`src/hdl/tsp_pkg.sv`:
```
// package for the transport stream packet header parser
// packet geometry, sync byte and header byte positions
// no dependencies
`timescale 1ns / 1ps

package tsp_pkg;

  localparam int PACKET_BYTES = 188;
  localparam int POS_W        = 8;

  localparam logic [7:0] SYNC_MARK = 8'h47;

  // byte positions inside a packet, position 0 means hunting for sync
  localparam logic [POS_W-1:0] POS_HUNT  = POS_W'(0);
  localparam logic [POS_W-1:0] POS_HDR1  = POS_W'(1);
  localparam logic [POS_W-1:0] POS_HDR2  = POS_W'(2);
  localparam logic [POS_W-1:0] POS_HDR3  = POS_W'(3);
  localparam logic [POS_W-1:0] POS_ALEN  = POS_W'(4);
  localparam logic [POS_W-1:0] POS_LAST  = POS_W'(PACKET_BYTES - 1);

  // longest adaptation field that still fits in the packet
  localparam logic [7:0] ADAPT_MAX = 8'(PACKET_BYTES - 5);

  // adaptation field control bits
  localparam int AFC_ADAPT   = 1;
  localparam int AFC_PAYLOAD = 0;

endpackage

```
`src/hdl/tsp_if.sv`:
```
// byte and result channels of the transport stream packet header parser
// depends on nothing but the clock domain of the user
`timescale 1ns / 1ps

interface tsp_byte_if;
  logic       valid;
  logic       ready;
  logic [7:0] in_byte;

  modport source (output valid, output in_byte, input ready);
  modport sink   (input valid, input in_byte, output ready);
endinterface

interface tsp_res_if;
  logic        valid;
  logic        ready;
  logic [12:0] pid;
  logic        unit_start;
  logic [3:0]  continuity;
  logic [1:0]  adapt_control;
  logic [7:0]  payload_byte;
  logic        payload_valid;
  logic        payload_first;
  logic        packet_end;
  logic        packet_error;

  modport source (
    output valid, output pid, output unit_start, output continuity,
    output adapt_control, output payload_byte, output payload_valid,
    output payload_first, output packet_end, output packet_error,
    input ready
  );
  modport sink (
    input valid, input pid, input unit_start, input continuity,
    input adapt_control, input payload_byte, input payload_valid,
    input payload_first, input packet_end, input packet_error,
    output ready
  );
endinterface

```
`src/hdl/ts_packet_header_parser.sv`:
```
// transport stream packet header parser: sync hunt, header capture,
// adaptation skip and payload tagging; uses tsp_pkg and tsp_if
//
//   channel  dir  handshake     word
//   in_s     in   valid/ready   one stream byte (in_byte)
//   out_m    out  valid/ready   pid, flags, payload byte, packet end/error
//
// one byte is taken per clock while in_s.ready is high; the packet state and
// result register update together, so a result shows the cycle after its byte.
// bytes that give no result (hunting, header, adaptation) leave out_m alone.
// in_s.ready drops only while a result is held and out_m.ready is low.
// rst_n is synchronous; after reset the parser hunts for the sync byte.
`timescale 1ns / 1ps

module ts_packet_header_parser (
  input  logic      clk,
  input  logic      rst_n,
  tsp_byte_if.sink  in_s,
  tsp_res_if.source out_m
);

  logic [tsp_pkg::POS_W-1:0] pos_r, pos_nxt;
  logic [12:0] pid_r, pid_nxt;
  logic        ustart_r, ustart_nxt;
  logic [3:0]  cc_r, cc_nxt;
  logic [1:0]  afc_r, afc_nxt;
  logic [7:0]  skip_r, skip_nxt;
  logic        bad_r, bad_nxt;
  logic        seen_r, seen_nxt;

  logic        out_valid_r;
  logic [12:0] o_pid_r;
  logic        o_ustart_r;
  logic [3:0]  o_cc_r;
  logic [1:0]  o_afc_r;
  logic [7:0]  o_byte_r;
  logic        o_pvalid_r;
  logic        o_first_r;
  logic        o_end_r;
  logic        o_err_r;

  logic       in_fire;
  logic       is_payload;
  logic       is_last;
  logic       res_valid;
  logic [7:0] b;

  assign b       = in_s.in_byte;
  assign in_s.ready = !out_valid_r || out_m.ready;
  assign in_fire = in_s.valid && in_s.ready;

  always_comb begin
    pos_nxt    = pos_r;
    pid_nxt    = pid_r;
    ustart_nxt = ustart_r;
    cc_nxt     = cc_r;
    afc_nxt    = afc_r;
    skip_nxt   = skip_r;
    bad_nxt    = bad_r;
    seen_nxt   = seen_r;
    is_payload = 1'b0;
    is_last    = 1'b0;

    if (pos_r == tsp_pkg::POS_HUNT) begin
      if (b == tsp_pkg::SYNC_MARK) begin
        pos_nxt  = tsp_pkg::POS_HDR1;
        skip_nxt = 8'd0;
        bad_nxt  = 1'b0;
        seen_nxt = 1'b0;
      end
    end else begin
      priority if (pos_r == tsp_pkg::POS_HDR1) begin
        ustart_nxt = b[6];
        pid_nxt    = {b[4:0], 8'd0};
      end else if (pos_r == tsp_pkg::POS_HDR2) begin
        pid_nxt = {pid_r[12:8], b};
      end else if (pos_r == tsp_pkg::POS_HDR3) begin
        afc_nxt = b[5:4];
        cc_nxt  = b[3:0];
      end else if (pos_r == tsp_pkg::POS_ALEN && afc_r[tsp_pkg::AFC_ADAPT]) begin
        if (b > tsp_pkg::ADAPT_MAX) begin
          bad_nxt = 1'b1;
        end else begin
          skip_nxt = b;
        end
      end else if (!bad_r) begin
        if (skip_r != 8'd0) begin
          skip_nxt = skip_r - 8'd1;
        end else if (afc_r[tsp_pkg::AFC_PAYLOAD]) begin
          is_payload = 1'b1;
        end
      end else begin
        // overflowed adaptation field: rest of packet is dropped
        is_payload = 1'b0;
      end

      is_last = (pos_r >= tsp_pkg::POS_LAST);
      pos_nxt = is_last ? tsp_pkg::POS_HUNT : pos_r + tsp_pkg::POS_W'(1);
      if (is_payload) begin
        seen_nxt = 1'b1;
      end
    end
  end

  assign res_valid = is_payload || is_last;

  always_ff @(posedge clk) begin
    if (!rst_n) begin
      pos_r    <= tsp_pkg::POS_HUNT;
      pid_r    <= 13'd0;
      ustart_r <= 1'b0;
      cc_r     <= 4'd0;
      afc_r    <= 2'd0;
      skip_r   <= 8'd0;
      bad_r    <= 1'b0;
      seen_r   <= 1'b0;
    end else if (in_fire) begin
      pos_r    <= pos_nxt;
      pid_r    <= pid_nxt;
      ustart_r <= ustart_nxt;
      cc_r     <= cc_nxt;
      afc_r    <= afc_nxt;
      skip_r   <= skip_nxt;
      bad_r    <= bad_nxt;
      seen_r   <= seen_nxt;
    end
  end

  always_ff @(posedge clk) begin
    if (!rst_n) begin
      out_valid_r <= 1'b0;
    end else if (in_fire) begin
      out_valid_r <= res_valid;
    end else if (out_m.ready) begin
      out_valid_r <= 1'b0;
    end
  end

  // result word, loaded only when the accepted byte gives a result
  always_ff @(posedge clk) begin
    if (in_fire && res_valid) begin
      o_pid_r    <= pid_nxt;
      o_ustart_r <= ustart_nxt;
      o_cc_r     <= cc_nxt;
      o_afc_r    <= afc_nxt;
      o_byte_r   <= is_payload ? b : 8'd0;
      o_pvalid_r <= is_payload;
      o_first_r  <= is_payload && !seen_r;
      o_end_r    <= is_last;
      o_err_r    <= is_last && bad_nxt;
    end
  end

  assign out_m.valid         = out_valid_r;
  assign out_m.pid           = o_pid_r;
  assign out_m.unit_start    = o_ustart_r;
  assign out_m.continuity    = o_cc_r;
  assign out_m.adapt_control = o_afc_r;
  assign out_m.payload_byte  = o_byte_r;
  assign out_m.payload_valid = o_pvalid_r;
  assign out_m.payload_first = o_first_r;
  assign out_m.packet_end    = o_end_r;
  assign out_m.packet_error  = o_err_r;

endmodule

```
`src/flat_wrapper.sv`:
```
// flat-port wrapper written by rule: the top's interface ports become plain ports
module ts_packet_header_parser_flat 
  (clk, rst_n, in_s_valid, in_s_in_byte, in_s_ready, out_m_valid, out_m_pid, out_m_unit_start, out_m_continuity, out_m_adapt_control, out_m_payload_byte, out_m_payload_valid, out_m_payload_first, out_m_packet_end, out_m_packet_error, out_m_ready);
  tsp_byte_if in_s_i ();
  tsp_res_if out_m_i ();
  input  logic clk;
  input  logic rst_n;
  input wire logic [$bits(in_s_i.valid)-1:0] in_s_valid;
  input wire logic [$bits(in_s_i.in_byte)-1:0] in_s_in_byte;
  output wire logic [$bits(in_s_i.ready)-1:0] in_s_ready;
  output wire logic [$bits(out_m_i.valid)-1:0] out_m_valid;
  output wire logic [$bits(out_m_i.pid)-1:0] out_m_pid;
  output wire logic [$bits(out_m_i.unit_start)-1:0] out_m_unit_start;
  output wire logic [$bits(out_m_i.continuity)-1:0] out_m_continuity;
  output wire logic [$bits(out_m_i.adapt_control)-1:0] out_m_adapt_control;
  output wire logic [$bits(out_m_i.payload_byte)-1:0] out_m_payload_byte;
  output wire logic [$bits(out_m_i.payload_valid)-1:0] out_m_payload_valid;
  output wire logic [$bits(out_m_i.payload_first)-1:0] out_m_payload_first;
  output wire logic [$bits(out_m_i.packet_end)-1:0] out_m_packet_end;
  output wire logic [$bits(out_m_i.packet_error)-1:0] out_m_packet_error;
  input wire logic [$bits(out_m_i.ready)-1:0] out_m_ready;
  assign in_s_i.valid = in_s_valid;
  assign in_s_i.in_byte = in_s_in_byte;
  assign in_s_ready = in_s_i.ready;
  assign out_m_valid = out_m_i.valid;
  assign out_m_pid = out_m_i.pid;
  assign out_m_unit_start = out_m_i.unit_start;
  assign out_m_continuity = out_m_i.continuity;
  assign out_m_adapt_control = out_m_i.adapt_control;
  assign out_m_payload_byte = out_m_i.payload_byte;
  assign out_m_payload_valid = out_m_i.payload_valid;
  assign out_m_payload_first = out_m_i.payload_first;
  assign out_m_packet_end = out_m_i.packet_end;
  assign out_m_packet_error = out_m_i.packet_error;
  assign out_m_i.ready = out_m_ready;
  ts_packet_header_parser u_core (.clk(clk), .rst_n(rst_n), .in_s(in_s_i), .out_m(out_m_i));
endmodule
```
`config.mk`:
```
export PLATFORM = sky130hd
export DESIGN_NAME = ts_packet_header_parser_flat
export DESIGN_NICKNAME = d
export VERILOG_FILES = /design/src/hdl/tsp_pkg.sv /design/src/hdl/tsp_if.sv /design/src/hdl/ts_packet_header_parser.sv /design/src/flat_wrapper.sv
export SDC_FILE = /design/constraint.sdc
export NUM_CORES = 1
export LEC_CHECK = 0
export ABC_CLOCK_PERIOD_IN_PS = 5000
export BUFFER_PORTS_ARGS = -buffer_cell sky130_fd_sc_hd__buf_2
export CAP_MARGIN = 10
export CORE_AREA = 2 2 81 83
export CTS_CLUSTER_DIAMETER = 60
export DETAILED_ROUTE_END_ITERATION = 8
export DIE_AREA = 0 0 83 85
export PLACE_DENSITY = 0.76
export SLEW_MARGIN = 20
export SYNTH_ARGS = -nofsm -noshare
export SYNTH_HDL_FRONTEND = slang
export SYNTH_SLANG_ARGS = --single-unit
```
`constraint.sdc`:
```
create_clock -name clk -period 5 [get_ports clk]
set_input_delay 0 -clock clk [delete_from_list [all_inputs] [get_ports clk]]
set_output_delay 0 -clock clk [all_outputs]
set_load 0.05 [all_outputs]
```
==> impl_metrics.csv, run 1 <==
group,metric,value,unit
outcome,status,"finished, final reports clean",
clocking,cts_tree,"yes",
logic_synthesis,synthTopCellsByArea,"edfxtp_1, dfxtp_1, nand2_1",
min_path,hold_depth,3,
logic_synthesis,ys_ff_latch,71,
sta,setup_viol,0,
sta,rsz0062_at_grt,"false",
logic_synthesis,synth.most_common_cell,"nand2_1",
logic_synthesis,yosys.cell_types.count,49,
placed_design,place_area,3600,um^2
drt,drc,0,
critical_path,cp_slowest_cell,"dfxtp_1",
placed_design,place_inst,442,
critical_path,worst_ep_arrival_time,2800,ps
grt,grt_start_max_net_pins,33,
drt,via_per_inst,5.87,
logic_synthesis,synth_cells,336,
pwr,p_leak,1.58,nW
logic_synthesis,ys.flop_type,"dfxtp_1",
finish,area_delta_synth_final,15.4,%
sta,drv_slew,0,
floorplanning,die-height,85,um
logic_synthesis,syn_nets,354,
clocking,htree_num_levels,3,
drt,wirelength,7460,um
critical_path,r2r_end,"u_core.out_m.pid[12]",
min_path,holdPathEnd,"u_core.pid_r[9]",
floorplanning,rows,29,
drt,drt_iter0_drc,287,
sta,min_period,2800,ps
drt,via_count,2702,
pwr,peakVddDrop,0.000178,V
logic_synthesis,ys_top_cells_by_count,"nand2_1, dfxtp_1, edfxtp_1, nand3_1, nor2_1",
floorplanning,io_pins,46,
grt,grtUsageTotal,0.222,
critical_path,end_kind,"flip-flop",
critical_path,r2r_cells,8,
logic_synthesis,syn_avg_cell_area,9.91,um^2
min_path,worstHoldStart,"in_s_in_byte[1]",
sta,finalSetupTns,0,ps
sta,relSlewSlack,0.394,
pwr,total_power,1.14,mW
grt,antenna_found_initial,0,
finish,stdcell_area,3840,um^2
sta,fmax,358,MHz
placed_design,port_buffers,45,
grt,grt_pass1_wl,12300,um
sta,finalHoldViolCount,0,
clocking,cts_sinks,71,
logic_synthesis,yosysWarnings,0,
clocking,worstSkewPairLatency,350,ps
floorplanning,dieWidth,83,um
sta,post-route-period-util,0.559,
sta,worst_pin_slew,901,ps
critical_path,required,5010,ps
finish,antennaDiodeCount,0,
finish,nets,396,
logic_synthesis,yosysTopAreaCell,"edfxtp_1",
critical_path,cp_slowest_stage_delay,410,ps
critical_path,crit_path_frequent_cell,"buf_4",
critical_path,reg2reg_from,"u_core.pos_r[0]",
critical_path,crit_type,"reg2reg",
grt,grt_pass1_vias,2585,
run,cap_violations,0,
logic_synthesis,synth-edff-count,32,
critical_path,startpoint_type,"flip-flop",
floorplanning,die_area,7060,um^2
grt,gr-total-overflow,0,
logic_synthesis,netlist_area,3330,um^2
logic_synthesis,synth_top_area_frac,0.289,
sta,finalClockSkew,11.3,ps
logic_synthesis,async_flop_share,0,
clocking,cts-root-buf,"clkbuf_8",
finish,drive_gt1_frac,0.193,
floorplanning,initial_core_util,0.537,
drt,dr.pass1.iters,5,
placed_design,dp_hpwl,4940,um
floorplanning,core,6200,um^2
clocking,post_cts_buffers,0,
pwr,powerDensity,297,nW/um^2
critical_path,path_cells,"inv_1, ha_1, o311a_1, nor4_1, buf_4, nand2_1, a21oi_2, buf_4",
critical_path,cp_max_fo,32,
clocking,cts_buffers,9,
drt,routedWlPerCell,16.2,um
critical_path,r2r_setup_slack,2200,ps
min_path,hold_path.class,"in2reg",
placed_design,place_congestion,0.881,
clocking,clk_pin_slew,80,ps
finish,postLayoutCoreUtil,0.620,
logic_synthesis,yosysSeqAreaShare,0.523,
clocking,cts_max_path_buffers,2,
drt,drtAntennaViolNets,0,
finish,filler_cell_count,512,
finish,fin_cells,460,
-- report_power, final --
group	switching [mW]	internal, mW	leakage, nW
clock network	0.215	0.295	0.110
registers	0.0000643	0.601	0.610
logic	0.0214	0.00915	0.860
-- registers in the layout, indices dropped and copies added, names as in the netlist, 2 cells and up --
register                    count
u_core.cc_r                     4
u_core.afc_r                    2
u_core.out_m.continuity         4
u_core.out_m.adapt_control      2
u_core.pos_r                    8
u_core.pid_r                   13
u_core.out_m.pid               13
u_core.out_m.payload_byte       8
u_core.skip_r                   8
-- kinds of logic after synthesis --
logic type | synth area share
flops | 0.523
mux | 0.0473
xor+xnor | 0.0210
compound gates | 0.138
simple gates | 0.219
buf+inv | 0.0297
fa+ha+maj | 0.0225
-- placed cells by master (no fill, tap or decap), types with 4 or more instances in the layout --
| master | instances |
|---|---|
| nand2_1 | 47 |
| buf_2 | 45 |
| dfxtp_1 | 39 |
| edfxtp_1 | 32 |
| nor2_1 | 18 |
| nand3_1 | 18 |
| nor2b_1 | 17 |
| and3_1 | 14 |
| o21ai_0 | 12 |
| a21oi_1 | 11 |
| clkbuf_8 | 10 |
| mux2i_1 | 9 |
| a22oi_1 | 9 |
| inv_1 | 8 |
| nor3_1 | 7 |
| a21boi_0 | 7 |
| mux2_2 | 6 |
| ha_1 | 6 |
| a211o_1 | 5 |
| nor4_1 | 4 |
| nand4_1 | 4 |
| xnor2_1 | 4 |
| xor2_1 | 4 |
-- worst max path at each step --
stage	startpoint	end	slack (ps)	depth (start not counted)
2_1_floorplan	u_core.pos_r[1]	u_core.out_m.adapt_control[0]	1060	6
3_3_place_gp	u_core.pos_r[0]	u_core.out_m.pid[12]	2360	8
3_5_place_dp	u_core.pos_r[0]	u_core.out_m.pid[9]	2230	8
4_1_cts	u_core.pos_r[0]	u_core.out_m.pid[12]	2210	8
5_1_grt	u_core.pos_r[0]	u_core.out_m.pid[12]	1930	8
6_report	u_core.pos_r[0]	u_core.out_m.pid[12]	2200	8
-- per-layer routing --
layer,routed length (um),up-vias,share of wire,GRT usage
li1,-,1298,-,-
met1,3110,1256,0.42,0.269
met2,3640,131,0.49,0.372
met3,572,17,0.077,0.0535
met4,143,0,0.019,0.110
met5,0,-,0,0
-- worst max-delay path: cells and delay by family, from the launching register on --
kind / cells / cell delay (ps)
DFF: 1 / 410
AOI/OAI and AO/OA: 2 / 550
adders and majority gates: 1 / 340
buffers and inverters: 3 / 710
and+or+nand+nor: 2 / 430
-- timing repair --
item | 4_1_cts | 5_1_grt
hold buffers | 2 | 0
setup endpoints to repair | 0 | 0
gates resized for setup | 0 | 0
endpoints found under the hold margin | 2 | 0
-- layout make-up --
| class | instances | area, um^2 | area share |
|---|---|---|---|
| sequential | 71 | 1740 | 0.453 |
| timing repair buffer | 49 | 260 | 0.0677 |
| tap | 77 | 96.3 | 0.0251 |
| clock buffer | 11 | 141 | 0.0368 |
| clock inverter | 5 | 81.3 | 0.0212 |
| multi-input combinational | 239 | 1490 | 0.389 |
| inverter | 8 | 30.0 | 0.00781 |
-- stage by stage --
stage	worst slack, ps	hold slack, ps
detailed placement	2230	364
finish	2200	15.4
floorplan	1060	145
CTS	2210	4.26
global route	1930	17.6
global placement	2360	361
Power figures use the tool's default switching activity.
==> run 2, diff against run 1 <==
--- a/config.mk
+++ b/config.mk
@@ -5,7 +5,7 @@
 export SDC_FILE = /design/constraint.sdc
 export NUM_CORES = 1
 export LEC_CHECK = 0
-export ABC_CLOCK_PERIOD_IN_PS = 5000
+export ABC_CLOCK_PERIOD_IN_PS = 2600
 export BUFFER_PORTS_ARGS = -buffer_cell sky130_fd_sc_hd__buf_2
 export CAP_MARGIN = 10
 export CORE_AREA = 2 2 81 83
==> constraint.sdc (replaced) <==
create_clock -name clk -period 2.6 [get_ports clk]
set_input_delay 0 -clock clk [delete_from_list [all_inputs] [get_ports clk]]
set_output_delay 0 -clock clk [all_outputs]
set_load 0.05 [all_outputs]
==> run 2 against run 1 <==
The flow now finishes with violations (negative hold slack). Clock power increased by 52%. Wire length increased by 0.80%. Fmax increased by 14%. Final cell count increased by 2.6%. Flip-flop and latch count unchanged. Hold slack got worse by 22 ps. Clock skew decreased by 2.4 ps. Via count increased by 1.0%. Register-to-register slack got worse by 2100 ps. Die area unchanged. Critical path depth decreased by 1. Design area increased by 2.0%. Largest power group unchanged.
==> impl_metrics.csv, run 2 (synthesis results as in run 1) <==
group,metric,value,unit
floorplanning,rows,29,
floorplanning,initial_core_util,0.537,
min_path,hold_depth,3,
finish,nets,408,
sta,post-route-period-util,0.943,
finish,final_cell_mix,"nand2_1, buf_2, dfxtp_1",
sta,setup_viol,0,
finish,area_delta_synth_final,17.7,%
sta,finalHoldViolCount,1,
clocking,htree_num_levels,3,
outcome,status,"complete, but fails checks",
finish,antennaDiodeCount,0,
critical_path,path_depth,7,
critical_path,path_cells,"inv_1, ha_1, nand4b_1, or2_4, a211o_1, o211a_1, a221o_1",
critical_path,worst-path-buf-inv,1,
sta,hold_slack,-6.55,ps
finish,mostFrequentLayoutCell,"nand2_1",
finish,regArea,1740,um^2
sta,drv_slew,0,
sta,rsz0062_at_grt,"false",
critical_path,r2r_cells,7,
critical_path,required,2840,ps
grt,gr-total-overflow,0,
critical_path,path_delay_family,"compound AO/OA/AOI/OAI gates",
clocking,worstSkewPairLatency,350,ps
floorplanning,die_area,7060,um^2
critical_path,worst_ep_arrival_time,2690,ps
finish,drive_gt1_frac,0.230,
outcome,violations,"negative hold slack",
clocking,cts_tree,"yes",
drt,drc,0,
pwr,peakVddDrop,0.000266,V
placed_design,place_congestion,0.875,
floorplanning,core,6200,um^2
drt,drt_iter0_drc,253,
critical_path,startpoint_type,"flip-flop",
clocking,cts_buffers,9,
critical_path,crit_type,"reg2reg",
placed_design,pre_cts_ws,176,ps
pwr,powerDensity,507,nW/um^2
finish,filler_cell_count,508,
critical_path,cp_slowest_stage_delay,390,ps
placed_design,port_buffers,45,
grt,grtUsageTotal,0.221,
floorplanning,io_pins,46,
finish,multi_input_area,1520,um^2
drt,wirelength,7520,um
clocking,cts_max_path_buffers,2,
placed_design,dp_hpwl,5130,um
drt,via_per_inst,5.78,
sta,finalSetupTns,0,ps
grt,grt_start_max_net_pins,33,
grt,grt_pass1_wl,12400,um
clocking,clk_pin_slew,80,ps
clocking,cts-resized-gates,0,
grt,grt_pass1_vias,2553,
critical_path,end_kind,"flip-flop",
sta,relSlewSlack,0.549,
critical_path,cp_max_fo,13,
clocking,cts_sinks,71,
critical_path,cp_slowest_cell,"a211o_1",
grt,antenna_found_initial,0,
sta,worst_pin_slew,671,ps
drt,routedWlPerCell,15.9,um
drt,drtAntennaViolNets,0,
clocking,cts-root-buf,"clkbuf_8",
clocking,post_cts_buffers,0,
sta,min_period,2450,ps
pwr,p_leak,1.62,nW
sta,fin_ws,149,ps
sta,fmax,408,MHz
floorplanning,dieWidth,83,um
drt,via_count,2729,
run,cap_violations,0,
sta,finalClockSkew,8.89,ps
floorplanning,die-height,85,um
drt,dr.pass1.iters,4,
min_path,hold_path.class,"in2reg",
## run 2: layout make-up
type,count,share of cell area
Tap cell,77,0.0246
Multi-Input combinational cell,239,0.387
Clock buffer,9,0.0316
Inverter,8,0.00766
Sequential cell,71,0.445
Timing Repair Buffer,61,0.0919
Clock inverter,7,0.0121
## run 2: path summary, 6_finish.rpt
check	startpoint	endpoint	slack [ps]
worst max register to register	u_core.pos_r[0]	u_core.skip_r[7]	150
worst min-delay path	in_s_valid	u_core.out_m.valid	-7
worst max-delay path	u_core.pos_r[0]	u_core.skip_r[7]	150
worst min register to register	u_core.pid_r[8]	u_core.pid_r[8]	480
## run 2: routing by layer
metal	track usage	up-vias	wire, um
met5	0	-	0
met4	0.110	0	154
met3	0.0370	16	455
met2	0.356	95	3680
met1	0.290	1291	3230
li1	-	1327	-
## run 2: tightest hold or removal path: stages
cell     delay [ps]
buf_2           100
o21ai_0          80
a31oi_1         130
## run 2: timing repair
action	4_1_cts	5_1_grt
hold buffers	1	0
setup endpoints to repair	0	0
endpoints found under the hold margin	1	0
## run 2: metrics by stage
step / power, mW / util / hold slack, ps / area (um^2) / cells
final: 1.99 / 0.632 / -6.55 / 3920 / 472
after global placement: 1.24 / 0.603 / 353 / 3740 / 455
after detailed placement: 1.24 / 0.603 / 365 / 3740 / 455
after floorplan: 1.21 / - / 145 / 3360 / 336
after global routing: 2.05 / 0.632 / 30.5 / 3920 / 472
after CTS: 1.99 / 0.632 / 1.72 / 3920 / 472
## run 2: power by group
group / internal [mW] / switching [mW] / leakage (nW) / total (mW)
clock: 0.345 / 0.428 / 0.0854 / 0.773
combinational: 0.0180 / 0.0405 / 0.926 / 0.0584
sequential: 1.15 / 0.000130 / 0.611 / 1.15
